## src/rtl/srpb_pkg.sv

```systemverilog
// Shared types, constants and helper functions of the scrambled RGB565 pixel blender.
package srpb_pkg;

    // Scramble masks, chosen by column parity
    localparam logic [15:0] MASK_ODD  = 16'hFFE7;
    localparam logic [15:0] MASK_EVEN = 16'hF3E7;

    // Full-scale weight; a blended channel is floor(sum / FULL_WEIGHT)
    localparam int FULL_WEIGHT = 200;

    // Width of a weighted channel sum: 2 * 255 * 255 fits in 17 bits
    localparam int SUM_W = 17;

    // Divide by 200 as (sum >> 3) / 25; the quotient by 25 is taken as a
    // multiply by ceil(2^19 / 25) and a right shift, exact for a 14-bit dividend.
    localparam int          RECIP_SHIFT = 19;
    localparam logic [14:0] RECIP_25    = 15'd20972;
    localparam int          DIVIDEND_W  = SUM_W - 3;
    localparam int          PROD_W      = DIVIDEND_W + 15;
    localparam int          QUOT_W      = PROD_W - RECIP_SHIFT;

    localparam logic [7:0] CHAN_MAX = 8'd255;

    // One input pixel transaction
    typedef struct packed {
        logic [15:0] frame_word;
        logic        column_odd;
        logic [7:0]  stored_red;
        logic [7:0]  stored_green;
        logic [7:0]  stored_blue;
        logic [7:0]  overlay_red;
        logic [7:0]  overlay_green;
        logic [7:0]  overlay_blue;
        logic [7:0]  live_weight;
        logic [7:0]  overlay_weight;
    } pixel_t;

    // After live colour selection
    typedef struct packed {
        logic [7:0] live_red;
        logic [7:0] live_green;
        logic [7:0] live_blue;
        logic [7:0] overlay_red;
        logic [7:0] overlay_green;
        logic [7:0] overlay_blue;
        logic [7:0] live_weight;
        logic [7:0] overlay_weight;
        logic       column_odd;
        logic       decoded;
    } live_t;

    // After the weighted sums
    typedef struct packed {
        logic [SUM_W-1:0] sum_red;
        logic [SUM_W-1:0] sum_green;
        logic [SUM_W-1:0] sum_blue;
        logic [7:0]       live_red;
        logic [7:0]       live_green;
        logic [7:0]       live_blue;
        logic             column_odd;
        logic             decoded;
    } sum_t;

    // One result transaction
    typedef struct packed {
        logic [15:0] pixel_word;
        logic [7:0]  live_red;
        logic [7:0]  live_green;
        logic [7:0]  live_blue;
        logic        live_valid;
    } result_t;

    function automatic logic [15:0] scramble_mask(input logic column_odd);
        return column_odd ? MASK_ODD : MASK_EVEN;
    endfunction

    function automatic logic [15:0] pack565(input logic [7:0] red, input logic [7:0] green,
                                            input logic [7:0] blue);
        return {blue[7:3], green[7:2], red[7:3]};
    endfunction

    // floor(sum / 200), saturated to 255
    function automatic logic [7:0] div_full_weight(input logic [SUM_W-1:0] sum);
        logic [DIVIDEND_W-1:0] dividend;
        logic [PROD_W-1:0]     prod;
        logic [QUOT_W-1:0]     quot;
        dividend = sum[SUM_W-1:3];
        prod     = PROD_W'(dividend) * PROD_W'(RECIP_25);
        quot     = prod[PROD_W-1:RECIP_SHIFT];
        return (quot > QUOT_W'(CHAN_MAX)) ? CHAN_MAX : quot[7:0];
    endfunction

endpackage

```

## src/rtl/srpb_pixel_in_if.sv

```systemverilog
// Input pixel channel: valid/ready handshake with the pixel payload.
interface srpb_pixel_in_if;
    logic        valid;
    logic        ready;
    logic [15:0] frame_word;
    logic        column_odd;
    logic [7:0]  stored_red;
    logic [7:0]  stored_green;
    logic [7:0]  stored_blue;
    logic [7:0]  overlay_red;
    logic [7:0]  overlay_green;
    logic [7:0]  overlay_blue;
    logic [7:0]  live_weight;
    logic [7:0]  overlay_weight;

    modport source (
        output valid, frame_word, column_odd, stored_red, stored_green, stored_blue,
               overlay_red, overlay_green, overlay_blue, live_weight, overlay_weight,
        input  ready
    );
    modport sink (
        input  valid, frame_word, column_odd, stored_red, stored_green, stored_blue,
               overlay_red, overlay_green, overlay_blue, live_weight, overlay_weight,
        output ready
    );
endinterface

```

## src/rtl/srpb_pixel_out_if.sv

```systemverilog
// Output pixel channel: valid/ready handshake with the result payload.
interface srpb_pixel_out_if;
    logic        valid;
    logic        ready;
    logic [15:0] pixel_word;
    logic [7:0]  live_red;
    logic [7:0]  live_green;
    logic [7:0]  live_blue;
    logic        live_valid;

    modport source (
        output valid, pixel_word, live_red, live_green, live_blue, live_valid,
        input  ready
    );
    modport sink (
        input  valid, pixel_word, live_red, live_green, live_blue, live_valid,
        output ready
    );
endinterface

```

## src/rtl/srpb_decode.sv

```systemverilog
// Stage 1: descramble the frame word and select the live colour.
module srpb_decode (
    input  logic                clk,
    input  logic                rst_n,
    input  logic                source_mode,
    input  logic                up_valid,
    output logic                up_ready,
    input  srpb_pkg::pixel_t    up_data,
    output logic                dn_valid,
    input  logic                dn_ready,
    output srpb_pkg::live_t     dn_data
);

    logic              valid_reg;
    srpb_pkg::live_t   data_reg;
    srpb_pkg::live_t   data_next;
    logic [15:0]       plain;

    assign up_ready = !valid_reg || dn_ready;

    always_comb
    begin
        plain = up_data.frame_word ^ srpb_pkg::scramble_mask(up_data.column_odd);
        data_next.overlay_red    = up_data.overlay_red;
        data_next.overlay_green  = up_data.overlay_green;
        data_next.overlay_blue   = up_data.overlay_blue;
        data_next.live_weight    = up_data.live_weight;
        data_next.overlay_weight = up_data.overlay_weight;
        data_next.column_odd     = up_data.column_odd;
        data_next.decoded        = !source_mode;
        if (!source_mode)
        begin
            data_next.live_red   = {plain[4:0], 3'b000};
            data_next.live_green = {plain[10:5], 2'b00};
            data_next.live_blue  = {plain[15:11], 3'b000};
        end
        else
        begin
            data_next.live_red   = up_data.stored_red;
            data_next.live_green = up_data.stored_green;
            data_next.live_blue  = up_data.stored_blue;
        end
    end

    always_ff @(posedge clk or negedge rst_n)
    begin
        if (!rst_n)
            valid_reg <= 1'b0;
        else if (up_ready)
            valid_reg <= up_valid;
    end

    always_ff @(posedge clk)
    begin
        if (up_valid && up_ready)
            data_reg <= data_next;
    end

    assign dn_valid = valid_reg;
    assign dn_data  = data_reg;

endmodule

```

## src/rtl/srpb_mix.sv

```systemverilog
// Stage 2: weighted channel sums of live and overlay colours.
module srpb_mix (
    input  logic                clk,
    input  logic                rst_n,
    input  logic                up_valid,
    output logic                up_ready,
    input  srpb_pkg::live_t     up_data,
    output logic                dn_valid,
    input  logic                dn_ready,
    output srpb_pkg::sum_t      dn_data
);

    logic             valid_reg;
    srpb_pkg::sum_t   data_reg;
    srpb_pkg::sum_t   data_next;

    function automatic logic [srpb_pkg::SUM_W-1:0] wsum(input logic [7:0] live,
                                                        input logic [7:0] over,
                                                        input logic [7:0] wl,
                                                        input logic [7:0] wm);
        logic [15:0] plive;
        logic [15:0] pover;
        plive = 16'(live) * 16'(wl);
        pover = 16'(over) * 16'(wm);
        return srpb_pkg::SUM_W'(plive) + srpb_pkg::SUM_W'(pover);
    endfunction

    assign up_ready = !valid_reg || dn_ready;

    always_comb
    begin
        data_next.sum_red    = wsum(up_data.live_red, up_data.overlay_red,
                                    up_data.live_weight, up_data.overlay_weight);
        data_next.sum_green  = wsum(up_data.live_green, up_data.overlay_green,
                                    up_data.live_weight, up_data.overlay_weight);
        data_next.sum_blue   = wsum(up_data.live_blue, up_data.overlay_blue,
                                    up_data.live_weight, up_data.overlay_weight);
        data_next.live_red   = up_data.live_red;
        data_next.live_green = up_data.live_green;
        data_next.live_blue  = up_data.live_blue;
        data_next.column_odd = up_data.column_odd;
        data_next.decoded    = up_data.decoded;
    end

    always_ff @(posedge clk or negedge rst_n)
    begin
        if (!rst_n)
            valid_reg <= 1'b0;
        else if (up_ready)
            valid_reg <= up_valid;
    end

    always_ff @(posedge clk)
    begin
        if (up_valid && up_ready)
            data_reg <= data_next;
    end

    assign dn_valid = valid_reg;
    assign dn_data  = data_reg;

endmodule

```

## src/rtl/srpb_scale.sv

```systemverilog
// Stage 3: divide by full weight, saturate, repack and rescramble; output register.
module srpb_scale (
    input  logic                clk,
    input  logic                rst_n,
    input  logic                up_valid,
    output logic                up_ready,
    input  srpb_pkg::sum_t      up_data,
    output logic                dn_valid,
    input  logic                dn_ready,
    output srpb_pkg::result_t   dn_data
);

    logic                valid_reg;
    srpb_pkg::result_t   data_reg;
    srpb_pkg::result_t   data_next;
    logic [7:0]          mix_red;
    logic [7:0]          mix_green;
    logic [7:0]          mix_blue;

    assign up_ready = !valid_reg || dn_ready;

    always_comb
    begin
        mix_red   = srpb_pkg::div_full_weight(up_data.sum_red);
        mix_green = srpb_pkg::div_full_weight(up_data.sum_green);
        mix_blue  = srpb_pkg::div_full_weight(up_data.sum_blue);
        data_next.pixel_word = srpb_pkg::pack565(mix_red, mix_green, mix_blue)
                               ^ srpb_pkg::scramble_mask(up_data.column_odd);
        // Zero the live colour when it came from the stored inputs
        data_next.live_red   = up_data.decoded ? up_data.live_red : 8'd0;
        data_next.live_green = up_data.decoded ? up_data.live_green : 8'd0;
        data_next.live_blue  = up_data.decoded ? up_data.live_blue : 8'd0;
        data_next.live_valid = up_data.decoded;
    end

    always_ff @(posedge clk or negedge rst_n)
    begin
        if (!rst_n)
            valid_reg <= 1'b0;
        else if (up_ready)
            valid_reg <= up_valid;
    end

    always_ff @(posedge clk)
    begin
        if (up_valid && up_ready)
            data_reg <= data_next;
    end

    assign dn_valid = valid_reg;
    assign dn_data  = data_reg;

endmodule

```

## src/rtl/scrambled_rgb565_pixel_blender_top.sv

```systemverilog
// Top level of the scrambled RGB565 pixel blender.
//
// One pixel transaction in, one result transaction out, at one pixel per clock
// while the output is not stalled. Each pixel passes three register stages:
// descramble and live colour selection, the weighted channel sums (two 8x8
// multiplies per channel), and the exact divide by 200 (a reciprocal multiply)
// with saturation, repack and rescramble into the output register. A pixel
// accepted at the input is registered in the decode, mix and scale stages in
// that order before its result is valid. Each stage holds its transaction while
// the stage after it is full and stalled, so an empty stage anywhere lets a new
// pixel in even while a finished result waits on the output; with all three
// stages full and the output stalled, ready drops. The scramble mask is 0xFFE7
// on odd columns and 0xF3E7 on even ones. source_mode selects where the live
// colour comes from: 0 unpacks it from the descrambled frame word and also
// presents it on live_red/green/blue with live_valid high; 1 takes the
// stored_* inputs and drives the live outputs and live_valid to zero. Weights
// of 200/0 and 0/200 need no special handling: the general blend already
// returns the live or the overlay pixel exactly, so mode 0 with weights 200/0
// gives the frame word back unchanged. Write source_mode only while the
// pipeline is empty; it is sampled as a pixel enters the first stage.
module scrambled_rgb565_pixel_blender_top (
    input  logic                clk,
    input  logic                rst_n,
    input  logic                cfg_we,
    input  logic                cfg_wdata,
    srpb_pixel_in_if.sink       pix_in,
    srpb_pixel_out_if.source    pix_out
);

    logic                source_mode_reg;
    logic                source_mode_next;

    srpb_pkg::pixel_t    in_data;

    logic                s1_valid;
    logic                s1_ready;
    srpb_pkg::live_t     s1_data;

    logic                s2_valid;
    logic                s2_ready;
    srpb_pkg::sum_t      s2_data;

    srpb_pkg::result_t   out_data;

    // Configuration register: take the write, hold otherwise
    assign source_mode_next = cfg_we ? cfg_wdata : source_mode_reg;

    always_ff @(posedge clk or negedge rst_n)
    begin
        if (!rst_n)
            source_mode_reg <= 1'b0;
        else
            source_mode_reg <= source_mode_next;
    end

    // Gather the input fields into one payload
    always_comb
    begin
        in_data.frame_word     = pix_in.frame_word;
        in_data.column_odd     = pix_in.column_odd;
        in_data.stored_red     = pix_in.stored_red;
        in_data.stored_green   = pix_in.stored_green;
        in_data.stored_blue    = pix_in.stored_blue;
        in_data.overlay_red    = pix_in.overlay_red;
        in_data.overlay_green  = pix_in.overlay_green;
        in_data.overlay_blue   = pix_in.overlay_blue;
        in_data.live_weight    = pix_in.live_weight;
        in_data.overlay_weight = pix_in.overlay_weight;
    end

    // Stage 1: descramble, select live colour
    srpb_decode u_decode (
        .clk         (clk),
        .rst_n       (rst_n),
        .source_mode (source_mode_reg),
        .up_valid    (pix_in.valid),
        .up_ready    (pix_in.ready),
        .up_data     (in_data),
        .dn_valid    (s1_valid),
        .dn_ready    (s1_ready),
        .dn_data     (s1_data)
    );

    // Stage 2: weighted sums
    srpb_mix u_mix (
        .clk      (clk),
        .rst_n    (rst_n),
        .up_valid (s1_valid),
        .up_ready (s1_ready),
        .up_data  (s1_data),
        .dn_valid (s2_valid),
        .dn_ready (s2_ready),
        .dn_data  (s2_data)
    );

    // Stage 3: divide, saturate, repack, rescramble
    srpb_scale u_scale (
        .clk      (clk),
        .rst_n    (rst_n),
        .up_valid (s2_valid),
        .up_ready (s2_ready),
        .up_data  (s2_data),
        .dn_valid (pix_out.valid),
        .dn_ready (pix_out.ready),
        .dn_data  (out_data)
    );

    // Drive the result fields
    assign pix_out.pixel_word = out_data.pixel_word;
    assign pix_out.live_red   = out_data.live_red;
    assign pix_out.live_green = out_data.live_green;
    assign pix_out.live_blue  = out_data.live_blue;
    assign pix_out.live_valid = out_data.live_valid;

`ifndef NO_ASSERTIONS
    // A full, stalled pipeline must refuse new pixels
    a_full_backpressure: assert property (@(posedge clk) disable iff (!rst_n)
        (s1_valid && s2_valid && pix_out.valid && !pix_out.ready) |-> !pix_in.ready)
        else $error("input accepted while all stages are full and stalled");

    // Results from the stored colour carry no live colour
    a_live_zero: assert property (@(posedge clk) disable iff (!rst_n)
        (pix_out.valid && !pix_out.live_valid) |->
            (pix_out.live_red == 8'd0 && pix_out.live_green == 8'd0 &&
             pix_out.live_blue == 8'd0))
        else $error("live colour nonzero on a stored-colour result");

    // A configuration write lands in the mode register
    a_cfg_write: assert property (@(posedge clk) disable iff (!rst_n)
        cfg_we |=> (source_mode_reg == $past(cfg_wdata)))
        else $error("source_mode write lost");
`endif

endmodule
```

## src/flat_wrapper.sv

```systemverilog
// flat-port wrapper written by rule: the top's interface ports become plain ports
module scrambled_rgb565_pixel_blender_top_flat 
  (clk, rst_n, cfg_we, cfg_wdata, pix_in_valid, pix_in_frame_word, pix_in_column_odd, pix_in_stored_red, pix_in_stored_green, pix_in_stored_blue, pix_in_overlay_red, pix_in_overlay_green, pix_in_overlay_blue, pix_in_live_weight, pix_in_overlay_weight, pix_in_ready, pix_out_valid, pix_out_pixel_word, pix_out_live_red, pix_out_live_green, pix_out_live_blue, pix_out_live_valid, pix_out_ready);
  srpb_pixel_in_if pix_in_i ();
  srpb_pixel_out_if pix_out_i ();
  input  logic clk;
  input  logic rst_n;
  input  logic cfg_we;
  input  logic cfg_wdata;
  input wire logic [$bits(pix_in_i.valid)-1:0] pix_in_valid;
  input wire logic [$bits(pix_in_i.frame_word)-1:0] pix_in_frame_word;
  input wire logic [$bits(pix_in_i.column_odd)-1:0] pix_in_column_odd;
  input wire logic [$bits(pix_in_i.stored_red)-1:0] pix_in_stored_red;
  input wire logic [$bits(pix_in_i.stored_green)-1:0] pix_in_stored_green;
  input wire logic [$bits(pix_in_i.stored_blue)-1:0] pix_in_stored_blue;
  input wire logic [$bits(pix_in_i.overlay_red)-1:0] pix_in_overlay_red;
  input wire logic [$bits(pix_in_i.overlay_green)-1:0] pix_in_overlay_green;
  input wire logic [$bits(pix_in_i.overlay_blue)-1:0] pix_in_overlay_blue;
  input wire logic [$bits(pix_in_i.live_weight)-1:0] pix_in_live_weight;
  input wire logic [$bits(pix_in_i.overlay_weight)-1:0] pix_in_overlay_weight;
  output wire logic [$bits(pix_in_i.ready)-1:0] pix_in_ready;
  output wire logic [$bits(pix_out_i.valid)-1:0] pix_out_valid;
  output wire logic [$bits(pix_out_i.pixel_word)-1:0] pix_out_pixel_word;
  output wire logic [$bits(pix_out_i.live_red)-1:0] pix_out_live_red;
  output wire logic [$bits(pix_out_i.live_green)-1:0] pix_out_live_green;
  output wire logic [$bits(pix_out_i.live_blue)-1:0] pix_out_live_blue;
  output wire logic [$bits(pix_out_i.live_valid)-1:0] pix_out_live_valid;
  input wire logic [$bits(pix_out_i.ready)-1:0] pix_out_ready;
  assign pix_in_i.valid = pix_in_valid;
  assign pix_in_i.frame_word = pix_in_frame_word;
  assign pix_in_i.column_odd = pix_in_column_odd;
  assign pix_in_i.stored_red = pix_in_stored_red;
  assign pix_in_i.stored_green = pix_in_stored_green;
  assign pix_in_i.stored_blue = pix_in_stored_blue;
  assign pix_in_i.overlay_red = pix_in_overlay_red;
  assign pix_in_i.overlay_green = pix_in_overlay_green;
  assign pix_in_i.overlay_blue = pix_in_overlay_blue;
  assign pix_in_i.live_weight = pix_in_live_weight;
  assign pix_in_i.overlay_weight = pix_in_overlay_weight;
  assign pix_in_ready = pix_in_i.ready;
  assign pix_out_valid = pix_out_i.valid;
  assign pix_out_pixel_word = pix_out_i.pixel_word;
  assign pix_out_live_red = pix_out_i.live_red;
  assign pix_out_live_green = pix_out_i.live_green;
  assign pix_out_live_blue = pix_out_i.live_blue;
  assign pix_out_live_valid = pix_out_i.live_valid;
  assign pix_out_i.ready = pix_out_ready;
  scrambled_rgb565_pixel_blender_top u_core (.clk(clk), .rst_n(rst_n), .cfg_we(cfg_we), .cfg_wdata(cfg_wdata), .pix_in(pix_in_i), .pix_out(pix_out_i));
endmodule
```

## config.mk

```make
export PLATFORM = sky130hd
export DESIGN_NAME = scrambled_rgb565_pixel_blender_top_flat
export DESIGN_NICKNAME = d
export VERILOG_FILES = /design/src/rtl/srpb_pkg.sv /design/src/rtl/srpb_pixel_in_if.sv /design/src/rtl/srpb_pixel_out_if.sv /design/src/rtl/srpb_decode.sv /design/src/rtl/srpb_mix.sv /design/src/rtl/srpb_scale.sv /design/src/rtl/scrambled_rgb565_pixel_blender_top.sv /design/src/flat_wrapper.sv
export SDC_FILE = /design/constraint.sdc
export NUM_CORES = 2
export LEC_CHECK = 0
export CORE_AREA = 2 2 242 244
export DETAILED_ROUTE_END_ITERATION = 16
export DIE_AREA = 0 0 244 246
export DONT_BUFFER_PORTS = 1
export PLACE_DENSITY_LB_ADDON = 0.2
export SLEW_MARGIN = 20
export SYNTH_ARGS = -nofsm -noshare
export SYNTH_HDL_FRONTEND = slang
export SYNTH_SLANG_ARGS = --single-unit
```

## constraint.sdc

```tcl
create_clock -name clk -period 7.8 [get_ports clk]
set_input_delay 0 -clock clk [delete_from_list [all_inputs] [get_ports clk]]
set_output_delay 0 -clock clk [all_outputs]
set_load 0.01 [all_outputs]
```

==> impl_metrics.ini <==
[global_routing]
grt_first_pass_wirelength_um = 103900
grt_pass1_vias = 20370
grtUsageTotal = 0.2223
grt_overflow = 0
antenna_found_initial = 1
grt_max_degree = 69

[floorplanning]
start_util = 0.4975
dieArea_mm2 = 0.06002
die_w_um = 244
fp-row-count = 88
core_mm2 = 0.05737
dieHeight_um = 246
io_pins = 130

[worst_setup_path]
worst_r2r_startpoint = u_core.u_decode.dn_data[12]$_DFFE_PP_
cp_max_fo = 24
worstSetupStartpoint = u_core.u_decode.dn_data[12]$_DFFE_PP_
worstPathCellList = and2_1, fa_1, fa_1, inv_1, fa_1, inv_1, fa_1, inv_1, fa_1, fa_1, inv_1, ha_1, o21a_1, a2111oi_0, o21ai_0, a31oi_1, o21bai_1, xor2_1
critical_path_arrival_ps = 6730
crit_type = flip-flop to flip-flop
worst-r2r-cell-count = 18
crit_top_cell = fa_1
max_stage_delay_ps = 930
cp_slowest_cell = edfxtp_1
cp-start-kind = flip-flop
critPathCaptureType = flip-flop
crit_required_ps = 8050

[clock_network]
postCtsHoldBufs = 88
path_clk_slew_ps = 80
cts-resized-gates = 0
max-clock-path-buffers = 2
insertion_delay_ps = 510
cts.sinks = 179
cts_tree = yes
cts.htree.levels = 4
clockRootBuffer = clkbuf_16
post_cts_buffers = 0
cts-buffers-inserted = 17

[routing]
antenna_left = 0
detail_route.iter0.violations = 762
routed_wl_um = 61470
vias = 18170
wl_per_cell_um = 17.15
first_pass_iters = 5
via_per_inst = 5.069
drc_errors = 0

[placed_design]
place_ws_ps = 1389
gp_congestion = 0.8664
place_area_mm2 = 0.02942
port_buffers = 0
place.detailed.hpwl_um = 50650

[synth]
synth-async-reset-ratio = 0.02235
synth-seq-cells = 179
postSynthCellCount = 2729
syn-num-nets = 3770
ys_seq_area_frac = 0.1876
ys.flop_type = edfxtp_1
syn_area_mm2 = 0.02854
yosysUniqueCellTypes = 65
yosys_warnings = 0
syn_avg_cell_area_um2 = 10.46
synth_edf_count = 175

[timing]
slew_headroom = 0.3467
drv_slew = 0
finalHoldViolations = 0
fmax_ghz = 0.1544
setup_slack_ps = 1324
rsz0062_at_grt = false
finClkSkew_ps = 12.39
fin_setup_tns_ps = 0
setup_viol = 0
period_share = 0.8303
fin_crit_ps = 6476
tightest_slew_ps = 980.0

[finish]
fin_area_mm2 = 0.03092
drive_gt1_frac = 0.02128
layout_common_cells = inv_1 (761), fa_1 (480), ha_1 (474), and2_1 (254), nand2_1 (198)
antenna_cells = 0
layout_commonest_cell = inv_1
postLayoutCoreUtil = 0.5391
largest_reg_flops = 68
final_nets = 3847
areaGrowthSynthToFinish_pct = 8.356

[worst_hold_path]
hold_path_class = input port to flip-flop
holdPathStages = 1
hold_start = pix_in_overlay_blue[2]

[status]
status = finished, final reports clean

[run]
drv_cap = 0
==> through the flow <==
stage	hold slack (ps)	std cells
final	118.4	3584
after floorplan	-295.6	2729
after CTS	71.21	3584
after global routing	95.43	3584
after global placement	-295.5	3464
after detailed placement	-295.5	3464
==> Yosys cell counts (3+ instances only) <==
master,instances,share of area
clkbuf_1,39,0.0051
a211o_1,4,0.0012
nand4_1,6,0.0013
xnor2_1,44,0.014
fa_1,480,0.34
o21a_1,11,0.0029
a21o_1,19,0.0050
o31ai_1,3,0.00079
nand2_1,198,0.026
a21oi_1,42,0.0074
nand2b_1,8,0.0018
dfrtp_1,4,0.0035
o21bai_1,10,0.0026
a2111oi_0,3,0.00092
nand3_1,18,0.0032
o211ai_1,4,0.0011
inv_1,761,0.10
a211oi_1,3,0.00079
nor3_1,16,0.0028
nor2_1,34,0.0045
o21ai_0,30,0.0053
o21ai_1,4,0.00070
and3_1,8,0.0018
ha_1,474,0.21
nor4_1,3,0.00066
edfxtp_1,175,0.18
nor2b_1,8,0.0018
o211a_1,3,0.0011
a31oi_1,4,0.00088
and2_1,257,0.056
xor2_1,16,0.0049
==> cell type report <==
| cell class | instances | area (um2) |
|---|---|---|
| sequential | 179 | 5355 |
| timing repair buffer | 97 | 948.4 |
| inverter | 761 | 2856 |
| fill | 5067 | 26440 |
| multi-input combinational | 1750 | 20190 |
| tap | 765 | 957.2 |
| clock inverter | 15 | 193.9 |
| clock buffer | 17 | 425.4 |
==> worst max-delay path, delay by kind of cell (launching register included) <==
family                     cells  cell delay, ps
AOI/OAI and AO/OA              5            1380
adders and majority gates      7            3290
and+or+nand+nor                1             270
DFF                            1             930
buffers and inverters          4             190
xor gates and xnor gates       1             140
==> worst paths after layout <==
path	slack, ps	endpoint
worst max-delay path	1320	u_core.u_mix.dn_data[41]$_DFFE_PP_
worst min-delay path	120	u_core.u_decode.dn_data[20]$_DFFE_PP_
worst max register to register	1320	u_core.u_mix.dn_data[41]$_DFFE_PP_
worst min register to register	430	u_core.u_mix.dn_data[0]$_DFFE_PP_
max in group asynchronous	7250	u_core.u_scale.dn_valid$_DFFE_PN0P_
min in group asynchronous	350	u_core.source_mode_reg$_DFFE_PN0P_
==> metal layers <==
layer / share of wire / vias to the layer above / track usage / routed length, um
met3: 0.047 / 78 / 0.04237 / 2890
met4: 0.022 / 2 / 0.06385 / 1349
li1: - / 8527 / - / -
met1: 0.45 / 9196 / 0.2954 / 27670
met5: 0.00018 / - / 0 / 11
met2: 0.48 / 365 / 0.3717 / 29550
==> kinds of logic after synthesis <==
family / synth area share
fa+ha+maj: 0.5445
mux: 0.001622
compound gates: 0.03920
buf+inv: 0.1052
flops: 0.1876
simple gates: 0.1034
xor+xnor: 0.01841
Power is not shown: default switching activity piles up to over one toggle a cycle in this logic, so the estimate is an artifact.
